File: src/bssc_pkg.sv
// shared constants for the bounded step sequence counter
package bssc_pkg;

  // field widths
  localparam int unsigned ValueWidth = 8;
  localparam int unsigned CountWidth = 30;

  // default depth of the per-value count store
  localparam int unsigned DefaultMaxValue = 128;

  // bound register value after reset
  localparam logic [ValueWidth-1:0] UpperReset = 8'd128;

  // counts are kept modulo this prime
  localparam logic [CountWidth-1:0] Modulus = 30'd1000000007;

endpackage

File: src/bssc_in_if.sv
// request channel carrying one sequence position
interface bssc_in_if;
  import bssc_pkg::*;

  logic                  valid;
  logic                  ready;
  logic [ValueWidth-1:0] position_value;
  logic                  is_last;

  modport source (output valid, output position_value, output is_last, input ready);
  modport sink   (input valid, input position_value, input is_last, output ready);
endinterface

File: src/bssc_out_if.sv
// result channel carrying the sequence count
interface bssc_out_if;
  import bssc_pkg::*;

  logic                  valid;
  logic                  ready;
  logic [CountWidth-1:0] sequence_count;

  modport source (output valid, output sequence_count, input ready);
  modport sink   (input valid, input sequence_count, output ready);
endinterface

File: src/bounded_step_sequence_counter.sv
// top level: counts bounded-step sequences position by position
//
// in_i takes one request per sequence position: position_value (0 = free,
// otherwise the fixed value) and is_last. out_o delivers one sequence_count
// (modulo 1000000007) for every request marked is_last and nothing otherwise.
// cfg_we_i/cfg_wdata_i write the upper_value bound; write it only while idle.
// Each request runs one pass over all MAX_VALUE counts held in a single-port
// read, single-port write memory, one count per cycle, through one shared
// three-term modular adder plus a modular accumulator for the final sum.
// A request is taken in an idle cycle and holds ready low through the run,
// drain and finish states of that pass; the next request is taken only once
// the block is idle again. The count of a last position is registered in the
// finish state and then held valid on out_o until it is taken.
// The result is registered: the block goes on taking requests while a result
// waits, and only stalls at the end of the next last position if out_o is
// still blocked then.
// Reset clears the control state, sets the bound to 128 and marks the next
// request as the start of a sequence; the count memory needs no clearing,
// since the first position of every sequence writes every entry.
module bounded_step_sequence_counter #(
  parameter int unsigned MAX_VALUE = bssc_pkg::DefaultMaxValue
) (
  input  logic                            clk_i,
  input  logic                            rst_ni,
  input  logic                            cfg_we_i,
  input  logic [bssc_pkg::ValueWidth-1:0] cfg_wdata_i,
  bssc_in_if.sink                         in_i,
  bssc_out_if.source                      out_o
);
  import bssc_pkg::*;

  localparam int unsigned CW = $clog2(MAX_VALUE + 3);
  localparam int unsigned AW = $clog2(MAX_VALUE);
  localparam int unsigned XW = (CW > ValueWidth) ? CW : ValueWidth;

  localparam logic [1:0] StIdle   = 2'd0;
  localparam logic [1:0] StRun    = 2'd1;
  localparam logic [1:0] StDrain  = 2'd2;
  localparam logic [1:0] StFinish = 2'd3;

  localparam logic [31:0] Mod1 = {2'b00, Modulus};
  localparam logic [31:0] Mod2 = {1'b0, Modulus, 1'b0};

  logic [ValueWidth-1:0] upper_q;
  logic [1:0]            state_q, state_d;
  logic [CW-1:0]         step_q, step_d;
  logic [ValueWidth-1:0] fixed_q;
  logic                  last_q;
  logic                  start_q;
  logic [CountWidth-1:0] lo_q, mid_q, rd_q;
  logic [CountWidth-1:0] nv_q;
  logic                  nv_vld_q;
  logic [CountWidth-1:0] acc_q, acc_d;
  logic                  out_vld_q;
  logic [CountWidth-1:0] out_cnt_q;

  logic [CountWidth-1:0] count_mem [MAX_VALUE];

  logic [XW-1:0]         upper_x, max_x, bound_x, step_x, val_x;
  logic                  rd_ok, keep, rd_en, wr_en, out_free, accept;
  logic [CountWidth-1:0] r_m, nv, sum3_mod;
  logic [31:0]           sum3;
  logic [CountWidth:0]   acc_sum;

  assign accept   = in_i.valid && in_i.ready;
  assign out_free = !out_vld_q || out_o.ready;

  // effective bound, saturated at the store depth
  always_comb begin
    upper_x = XW'(upper_q);
    max_x   = XW'(MAX_VALUE);
    bound_x = (upper_x > max_x) ? max_x : upper_x;
  end

  // window: lo = old[v-1], mid = old[v], r_m = old[v+1] for value v = step-2
  always_comb begin
    step_x = XW'(step_q);
    val_x  = step_x - XW'(2);
    rd_ok  = (step_x >= XW'(2)) && (step_x <= bound_x + XW'(1));
    r_m    = rd_ok ? rd_q : '0;
  end

  // shared three-term modular adder
  always_comb begin
    sum3 = {2'b00, lo_q} + {2'b00, mid_q} + {2'b00, r_m};
    if (sum3 >= Mod2) begin
      sum3_mod = CountWidth'(sum3 - Mod2);
    end else if (sum3 >= Mod1) begin
      sum3_mod = CountWidth'(sum3 - Mod1);
    end else begin
      sum3_mod = CountWidth'(sum3);
    end
  end

  // new count for value v: cleared above the bound or off a fixed value, one at a sequence start
  always_comb begin
    keep = (val_x <= bound_x) &&
           ((fixed_q == '0) || (XW'(fixed_q) == val_x));
    if (!keep) begin
      nv = '0;
    end else if (start_q) begin
      nv = CountWidth'(1);
    end else begin
      nv = sum3_mod;
    end
  end

  // modular accumulator for the final sum
  always_comb begin
    acc_sum = {1'b0, acc_q} + {1'b0, nv_q};
    if (!nv_vld_q) begin
      acc_d = acc_q;
    end else if (acc_sum >= {1'b0, Modulus}) begin
      acc_d = CountWidth'(acc_sum - {1'b0, Modulus});
    end else begin
      acc_d = CountWidth'(acc_sum);
    end
  end

  // memory port enables
  assign rd_en = (state_q == StRun) && (step_x <= max_x);
  assign wr_en = (state_q == StRun) && (step_x >= XW'(3));

  // count memory
  always_ff @(posedge clk_i) begin
    if (wr_en) begin
      count_mem[AW'(step_q - CW'(3))] <= nv;
    end
  end

  always_ff @(posedge clk_i) begin
    if (rd_en) begin
      rd_q <= count_mem[AW'(step_q - CW'(1))];
    end
  end

  // sequencer next state
  always_comb begin
    state_d = state_q;
    step_d  = step_q;
    unique case (state_q)
      StIdle: begin
        if (accept) begin
          state_d = StRun;
          step_d  = CW'(1);
        end
      end
      StRun: begin
        step_d = step_q + CW'(1);
        if (step_x == max_x + XW'(2)) begin
          state_d = StDrain;
        end
      end
      StDrain: begin
        state_d = StFinish;
      end
      StFinish: begin
        if (!last_q || out_free) begin
          state_d = StIdle;
        end
      end
      default: state_d = StIdle;
    endcase
  end

  // control registers
  always_ff @(posedge clk_i or negedge rst_ni) begin
    if (!rst_ni) begin
      state_q   <= StIdle;
      step_q    <= '0;
      upper_q   <= UpperReset;
      start_q   <= 1'b1;
      nv_vld_q  <= 1'b0;
      out_vld_q <= 1'b0;
    end else begin
      state_q  <= state_d;
      step_q   <= step_d;
      nv_vld_q <= wr_en;
      if (cfg_we_i) begin
        upper_q <= cfg_wdata_i;
      end
      if ((state_q == StFinish) && (!last_q || out_free)) begin
        start_q <= last_q;
      end
      if ((state_q == StFinish) && last_q && out_free) begin
        out_vld_q <= 1'b1;
      end else if (out_o.ready) begin
        out_vld_q <= 1'b0;
      end
    end
  end

  // datapath registers
  always_ff @(posedge clk_i) begin
    if (accept) begin
      fixed_q <= in_i.position_value;
      last_q  <= in_i.is_last;
      lo_q    <= '0;
      mid_q   <= '0;
      acc_q   <= '0;
    end else begin
      acc_q <= acc_d;
      if (state_q == StRun) begin
        lo_q  <= mid_q;
        mid_q <= r_m;
      end
    end
    if (wr_en) begin
      nv_q <= nv;
    end
    if ((state_q == StFinish) && last_q && out_free) begin
      out_cnt_q <= acc_q;
    end
  end

  assign in_i.ready           = (state_q == StIdle);
  assign out_o.valid          = out_vld_q;
  assign out_o.sequence_count = out_cnt_q;

endmodule

File: src/flat_wrapper.sv
// flat-port wrapper written by rule: the top's interface ports become plain ports
module bounded_step_sequence_counter_flat import bssc_pkg::*;
#(
  parameter int unsigned MAX_VALUE = bssc_pkg::DefaultMaxValue
)
  (clk_i, rst_ni, cfg_we_i, cfg_wdata_i, in_i_valid, in_i_position_value, in_i_is_last, in_i_ready, out_o_valid, out_o_sequence_count, out_o_ready);
  bssc_in_if in_i_i ();
  bssc_out_if out_o_i ();
  input  logic clk_i;
  input  logic rst_ni;
  input  logic cfg_we_i;
  input  logic [bssc_pkg::ValueWidth-1:0] cfg_wdata_i;
  input wire logic [$bits(in_i_i.valid)-1:0] in_i_valid;
  input wire logic [$bits(in_i_i.position_value)-1:0] in_i_position_value;
  input wire logic [$bits(in_i_i.is_last)-1:0] in_i_is_last;
  output wire logic [$bits(in_i_i.ready)-1:0] in_i_ready;
  output wire logic [$bits(out_o_i.valid)-1:0] out_o_valid;
  output wire logic [$bits(out_o_i.sequence_count)-1:0] out_o_sequence_count;
  input wire logic [$bits(out_o_i.ready)-1:0] out_o_ready;
  assign in_i_i.valid = in_i_valid;
  assign in_i_i.position_value = in_i_position_value;
  assign in_i_i.is_last = in_i_is_last;
  assign in_i_ready = in_i_i.ready;
  assign out_o_valid = out_o_i.valid;
  assign out_o_sequence_count = out_o_i.sequence_count;
  assign out_o_i.ready = out_o_ready;
  bounded_step_sequence_counter #(.MAX_VALUE(MAX_VALUE)) u_core (.clk_i(clk_i), .rst_ni(rst_ni), .cfg_we_i(cfg_we_i), .cfg_wdata_i(cfg_wdata_i), .in_i(in_i_i), .out_o(out_o_i));
endmodule
File: config.mk
export PLATFORM = sky130hd
export DESIGN_NAME = bounded_step_sequence_counter_flat
export DESIGN_NICKNAME = d
export VERILOG_FILES = /design/src/bssc_pkg.sv /design/src/bssc_in_if.sv /design/src/bssc_out_if.sv /design/src/bounded_step_sequence_counter.sv /design/src/flat_wrapper.sv
export SDC_FILE = /design/constraint.sdc
export NUM_CORES = 2
export LEC_CHECK = 0
export BUFFER_PORTS_ARGS = -buffer_cell sky130_fd_sc_hd__buf_4
export CORE_MARGIN = 1
export CORE_UTILIZATION = 55
export CTS_CLUSTER_SIZE = 8
export DETAILED_ROUTE_END_ITERATION = 10
export PLACE_DENSITY = 0.71
export SKIP_CTS_REPAIR_TIMING = 1
export SLEW_MARGIN = 20
export SYNTH_ARGS = -nofsm -noshare
export SYNTH_HDL_FRONTEND = slang
export SYNTH_SLANG_ARGS = --single-unit
File: constraint.sdc
create_clock -name clk_i -period 19.3 [get_ports clk_i]
set_input_delay 0.965 -clock clk_i [delete_from_list [all_inputs] [get_ports clk_i]]
set_output_delay 0.965 -clock clk_i [all_outputs]
set_load 0.02 [all_outputs]
Word level (Yosys, flattened, before mapping)
Memory sizes are Yosys's and may differ from the RTL's. A register that Yosys moved wholly into a read port is not among the register bits.
Index checks and enable logic that the tools add are counted.
{"block": "word_totals", "regBits": 180, "ram_bits": 3840, "n_memories": 1, "elab_cells": 78, "in_bits": 22, "out_inout_bits": 32}
{"block": "classes", "n_reduce_logical": 19, "eq_ne": 8, "n_lt_le_gt_ge": 9, "n_mux": 17, "n_addsub": 11}
{"memory": "u_core.count_mem", "depth": 128, "word_bits": 30, "read_ports": 1, "rd_ports_with_merged_regs": 1, "write_ports": 1, "line": "bounded_step_sequence_counter.sv:57", "rtl": "logic [CountWidth-1:0] count_mem [MAX_VALUE];"}
{"cell": "two-way mux 30 bit", "n": 6}
{"cell": "subtractor 30 bit (second input constant)", "n": 3}
{"cell": "adder 30 x 30 -> 31 bit", "n": 2}
{"cell": "adder 31 x 30 -> 32 bit", "n": 1}
{"cell": "greater-or-equal comparator 32 x 30 -> 1 bit (second input constant)", "n": 1}
{"cell": "greater-or-equal comparator 32 x 31 -> 1 bit (second input constant)", "n": 1}
{"cell": "greater-or-equal comparator 31 x 30 -> 1 bit (second input constant)", "n": 1}
{"cell": "adder 8 x 1 -> 8 bit (second input constant)", "n": 2}
{"cell": "greater-or-equal comparator 8 x 2 -> 1 bit (second input constant)", "n": 2}
{"cell": "<= comparator 8 bit", "n": 2}
{"cell": "two-way mux 8 bit", "n": 2}
{"cell": "one-hot mux 8 bit (2 select lines)", "n": 1}
{"cell": "equality test 8 bit", "n": 1}
{"cell": "equality test 8 bit (second input constant)", "n": 1}
{"cell": "> comparator 8 bit (second input constant)", "n": 1}
{"cell": "<= comparator 8 bit (second input constant)", "n": 1}
{"cell": "logical AND 1 bit", "n": 8}
{"cell": "logical NOT 8 bit", "n": 1}
{"cell": "one-hot mux 2 bit (4 select lines)", "n": 1}
{"cell": "subtractor 8 x 2 -> 8 bit (second input constant)", "n": 1}
{"cell": "subtractor 7 x 1 -> 7 bit (second input constant)", "n": 1}
{"cell": "subtractor 7 x 2 -> 7 bit (second input constant)", "n": 1}
{"cell": "two-way mux 2 bit", "n": 3}
{"cell": "equality test 2 bit (second input constant)", "n": 2}
{"cell": "other kinds (10)", "n": 18}

Longest topological paths before layout
{"block": "logic_depth", "ltp_word": 12, "mapped_depth": 35, "mapped_depth_nobuf": 30}

Worst setup path before layout
OpenSTA, ideal clock, no wires.
{"block": "synth_path", "path_kind": "register to register", "startpoint": "register u_core.step_q[0]", "endpoint": "memory u_core.count_mem[0][18] (data pin)", "path_slack_ns": 6.365, "path_stages_with_launch": 32, "n_path_buf": 5, "required_ns": 18.079, "setup_time_ns": 1.221, "arrival_time_ns": 11.714, "period_less_slack_ns": 12.935, "path_cell_list": "dfrtp_1 > clkbuf_1 > clkbuf_1 > clkbuf_1 > clkbuf_1 > inv_1 > ha_1 > nor2b_1 > o21a_1 > o21ai_0 > nand2b_1 > a21oi_1 > o21ai_0 > a21oi_1 > clkbuf_1 > and2_1 > fa_1 > ha_1 > inv_1 > fa_1 > nor2b_4 > o2111ai_4 > a211oi_2 > o21a_2 > mux2i_1 > nor3_4 > a211oi_2 > o311ai_2 > a21o_4 > or3_1 > nand3_1 > nor3b_1"}
{"block": "synth_between", "elab_chain_len": 9, "word_cells_on_any_way": 18, "classes_between": "add/sub (4); order compare (5); eq/ne (1); mux (5); reduce/logical (3)"}
{"item": "from (decl)", "line": "bounded_step_sequence_counter.sv:46", "rtl": "logic [CW-1:0] step_q, step_d;"}
{"item": "from (signal assigned)", "line": "bounded_step_sequence_counter.sv:177", "rtl": "step_q <= step_d;"}
{"item": "greater-or-equal comparator 8 x 2 -> 1 bit or <= comparator 8 bit (tied branches)", "line": "bounded_step_sequence_counter.sv:79", "rtl": "rd_ok = (step_x >= XW'(2)) && (step_x <= bound_x + XW'(1));"}
{"item": "logical AND 1 bit *", "line": "bounded_step_sequence_counter.sv:79"}
{"item": "two-way mux 30 bit *", "line": "bounded_step_sequence_counter.sv:80", "rtl": "r_m = rd_ok ? rd_q : '0;"}
{"item": "via u_core.r_m[1]", "line": "bounded_step_sequence_counter.sv:61", "rtl": "logic [CountWidth-1:0] r_m, nv, sum3_mod;"}
{"item": "adder 31 x 30 -> 32 bit *", "line": "bounded_step_sequence_counter.sv:85", "rtl": "sum3 = {2'b00, lo_q} + {2'b00, mid_q} + {2'b00, r_m};"}
{"item": "subtractor 30 bit or greater-or-equal comparator 32 x 30 -> 1 bit (tied branches)", "line": "bounded_step_sequence_counter.sv:89, bounded_step_sequence_counter.sv:88"}
{"item": "two-way mux 30 bit", "line": "bounded_step_sequence_counter.sv:88", "rtl": "end else if (sum3 >= Mod1) begin"}
{"item": "two-way mux 30 bit *", "line": "bounded_step_sequence_counter.sv:86", "rtl": "if (sum3 >= Mod2) begin"}
{"item": "two-way mux 30 bit *", "line": "bounded_step_sequence_counter.sv:101", "rtl": "end else if (start_q) begin"}
{"item": "two-way mux 30 bit *", "line": "bounded_step_sequence_counter.sv:99", "rtl": "if (!keep) begin"}
{"item": "via u_core.nv[18]", "line": "bounded_step_sequence_counter.sv:61"}
{"item": "to (decl)", "line": "bounded_step_sequence_counter.sv:57"}
The timed path passes the listed nets; every way through them passes the cells marked *.

Final worst setup path
{"block": "layout_path", "startpoint": "register u_core.step_q[0]", "endpoint": "memory u_core.count_mem[30][5] (data pin)"}
Same word-level chain as after synthesis.

==> out/qor.csv <==
metric,value,unit
status,"finished, final reports clean",
via count,83300,
met2 wire len,210000,um
drt drc,0,
DR WL met3,58400,um
final non-filler cell total,11800,
RSZ-0062 raised after global routing,no,
top_reg_cell synth,edfxtp_1,
Reg-to-Reg End,u_core.count_mem[30][5]$_DFFE_PP_,
Async SR Flop Fraction,0.519,%
IO buf count,53,
die area,296000,um2
period utilization,50.4,%
largest net degree at the start of global routing,130,
Fillers,18600,
Netlist cell types,119,
M1 wire length,163000,um
H-tree Lvls,6,
final hold slack,0.199,ns
final WL,452000,um
type of the worst setup path,reg2reg,
Final Hold Vio Count,0,
Buf/Inv on CP,4,
max cap viols,0,
maximum vdd drop,0.0000790,V
share of post-route cells with drive strength above 1,31.5,%
Placed Cells,11100,
GRT Residual Overflow,0,
cell area after synthesis,162000,um2
Hold Crit Depth,1,
post-synthesis sequential area ratio,74.6,%
Pleak,57.1,nW
Initial Util,55.4,%
DR top layer,met5,
max incr delay on CP,0.90,ns
Slew headroom,25.7,%
critical path's slowest cell,dfrtp_4,
Iteration-0 DRC Markers,12500,
CTS buffer count,581,
WL per Instance,38.2,um
die width,544,um
CTS sink count,4050,
hold path start,in_i_position_value[1],
post-layout minimum cycle time,9.73,ns
CTS Buffer Depth,4,
Die Ht,544,um
CTS tree,yes,
clock slew at reported path FFs,0.05,ns
Syn Inst Count,7328,
setup total negative slack,0,ns
cell area power density,106,nW/um2
final instance area,184000,um2
Yosys top cell area share,73.2,%
Worst EP arrival,10.31,ns
Synthesis Warnings,0,
Pre-antenna DRT Iters,6,
crit end category,register,
global-route wire length before repair,631000,um
initial antenna violation count,39,
number of synthesized flops with an enable pin,3939,
syn_nets,7474,
core area,292000,um2
worst hold endpoint,u_core.fixed_q[1]$_DFFE_PP_,
Final Util,63.2,%
post-route ant nets,0,
crit path max fanout,96,
Worst Reg-to-Reg Cells,28,
routability congestion estimate,0.900,
dpl hpwl,228000,um
Post-Syn Area per Cell,22.1,um2
Clock Skews,0.0781,ns
fmax,103,MHz
R2R Setup Slk,9.57,ns
worst skew pair latency,0.96,ns
largest cells by area after synthesis,"edfxtp_1, mux4_2, dfxtp_1, ha_1, clkbuf_1",
Root Buffer,clkbuf_16,
fin. max-slew vios,0,
CP dominant cell by count,o21ai_0,
biggest area consumer among synthesized cells,edfxtp_1,
CP top delay family,compound AO/OA/AOI/OAI gates,
GRT Total Usage,30.8,%
Synth Register Bits,4050,
post-placement cell area,169000,um2
FF-to-FF Start,u_core.step_q[0]$_DFFE_PN0P_,
Synth-to-Final Area Change,14.0,%
nets,7971,
HP Class,in2reg,
worst-margin pin slew,1.11,ns
CP required,19.88,ns
vias per inst,7.04,
setup violators final,0,
vias in the first global route,83200,
CP startpoint kind,register,
Ports,54,
FP Rows,198,
[registers in the layout, summed over array words and instances (netlist names)]
name and count:
u_core.out_o.valid 1, u_core.upper_q 8, u_core.last_q 1, u_core.fixed_q 8, u_core.start_q 1, u_core.mid_q 30, u_core.out_o.sequence_count 30, u_core.count_mem 3840
u_core.lo_q 30, u_core.state_q 2, u_core.nv_q 30, u_core.acc_q 30, u_core.nv_vld_q 1, u_core.step_q 8, u_core.rd_q 30
[worst max-delay path by stage]
stage,from,end,slack [ns],cells past startpoint
6_report,u_core.step_q[0]$_DFFE_PN0P_,u_core.count_mem[30][5]$_DFFE_PP_,9.57,28
5_1_grt,u_core.upper_q[7]$_DFFE_PN1P_,u_core.count_mem[29][5]$_DFFE_PP_,8.92,30
4_1_cts,u_core.step_q[0]$_DFFE_PN0P_,u_core.count_mem[30][5]$_DFFE_PP_,9.63,28
3_5_place_dp,u_core.step_q[0]$_DFFE_PN0P_,u_core.count_mem[16][5]$_DFFE_PP_,9.64,28
3_3_place_gp,u_core.step_q[0]$_DFFE_PN0P_,u_core.count_mem[20][5]$_DFFE_PP_,9.68,28
2_1_floorplan,u_core.step_q[0]$_DFFE_PN0P_,u_core.count_mem[0][18]$_DFFE_PP_,6.37,31
[through the flow]
stage,setup WS (ns),power (mW)
after floorplan,6.37,10.5
after global routing,8.92,20.0
after CTS,9.63,19.6
final,9.57,19.6
after detailed placement,9.64,10.7
after global placement,9.68,10.7
[cells by family (layout without fill, tap and decap cells)]
logic type	count (synthesis)	after routing	share of synthesized area, %
DFF	4050	4050	74.6
muxes	1345	1345	18.1
and+or+nand+nor	731	731	2.21
AOI/OAI and AO/OA	528	528	2.28
buffers and inverters	444	1036	1.08
adders and majority gates	124	124	1.11
xor gates and xnor gates	106	106	0.584
other	0	11	0
[report_power, final]
group          switching [mW]  leakage [nW]  internal, mW
combinational           0.632          12.9         0.339
sequential             0.0390          36.6          9.58
clock                    3.52          7.61          5.44
[worst register-to-register path, delay by kind of cell (launching register included)]
family | cells | cell delay, ns
adder cells (fa/ha/maj) | 4 | 1.61
multiplexers | 1 | 0.45
AND/OR/NAND/NOR | 4 | 0.66
flip-flops | 1 | 0.90
buffers and inverters | 4 | 1.56
AO/OA/AOI/OAI | 15 | 4.14
[final cells by class]
class	instances	area, um2	share of cell area [%]
diodes	11	27.5	0.0149
clock buffers	638	15100	8.17
repair buffers	296	2340	1.27
clock inverters	40	478	0.259
well taps	3900	4880	2.65
flip-flops and latches	4050	121000	65.5
inverters	62	233	0.126
multi-input cells	2834	40700	22.1
[cell usage after synthesis, drive strengths merged, types with 45 or more instances]
| library cell | number |
|---|---|
| nor2 | 260 |
| nand2 | 150 |
| o21ai | 117 |
| buf | 110 |
| a21oi | 175 |
| nand3 | 56 |
| nor3 | 45 |
| edfxtp | 3939 |
| dfxtp | 90 |
| ha | 92 |
| clkbuf | 272 |
| inv | 61 |
| xnor2 | 72 |
| mux4 | 1260 |
[per-layer routing]
layer	vias to the layer above	GRT usage, %
li1	31800	-
met1	44000	42.4
met2	6457	47.2
met3	1048	8.18
met4	24	12.6
met5	-	0
[cells in the final DEF (no fill, tap or decap), types with 60 or more instances in the layout]
cell / netlist / final
dfxtp_1: 90 / 90
nand2_1: 149 / 145
ha_1: 92 / 90
edfxtp_1: 3939 / 3939
clkbuf_16: 0 / 595
mux4_2: 1260 / 1260
buf_4: 8 / 284
inv_1: 61 / 60
nor2_4: 0 / 134
xnor2_1: 71 / 67
nor2_1: 258 / 124
a21oi_1: 165 / 148
o21ai_0: 92 / 92
Power figures use the tool's default switching activity.
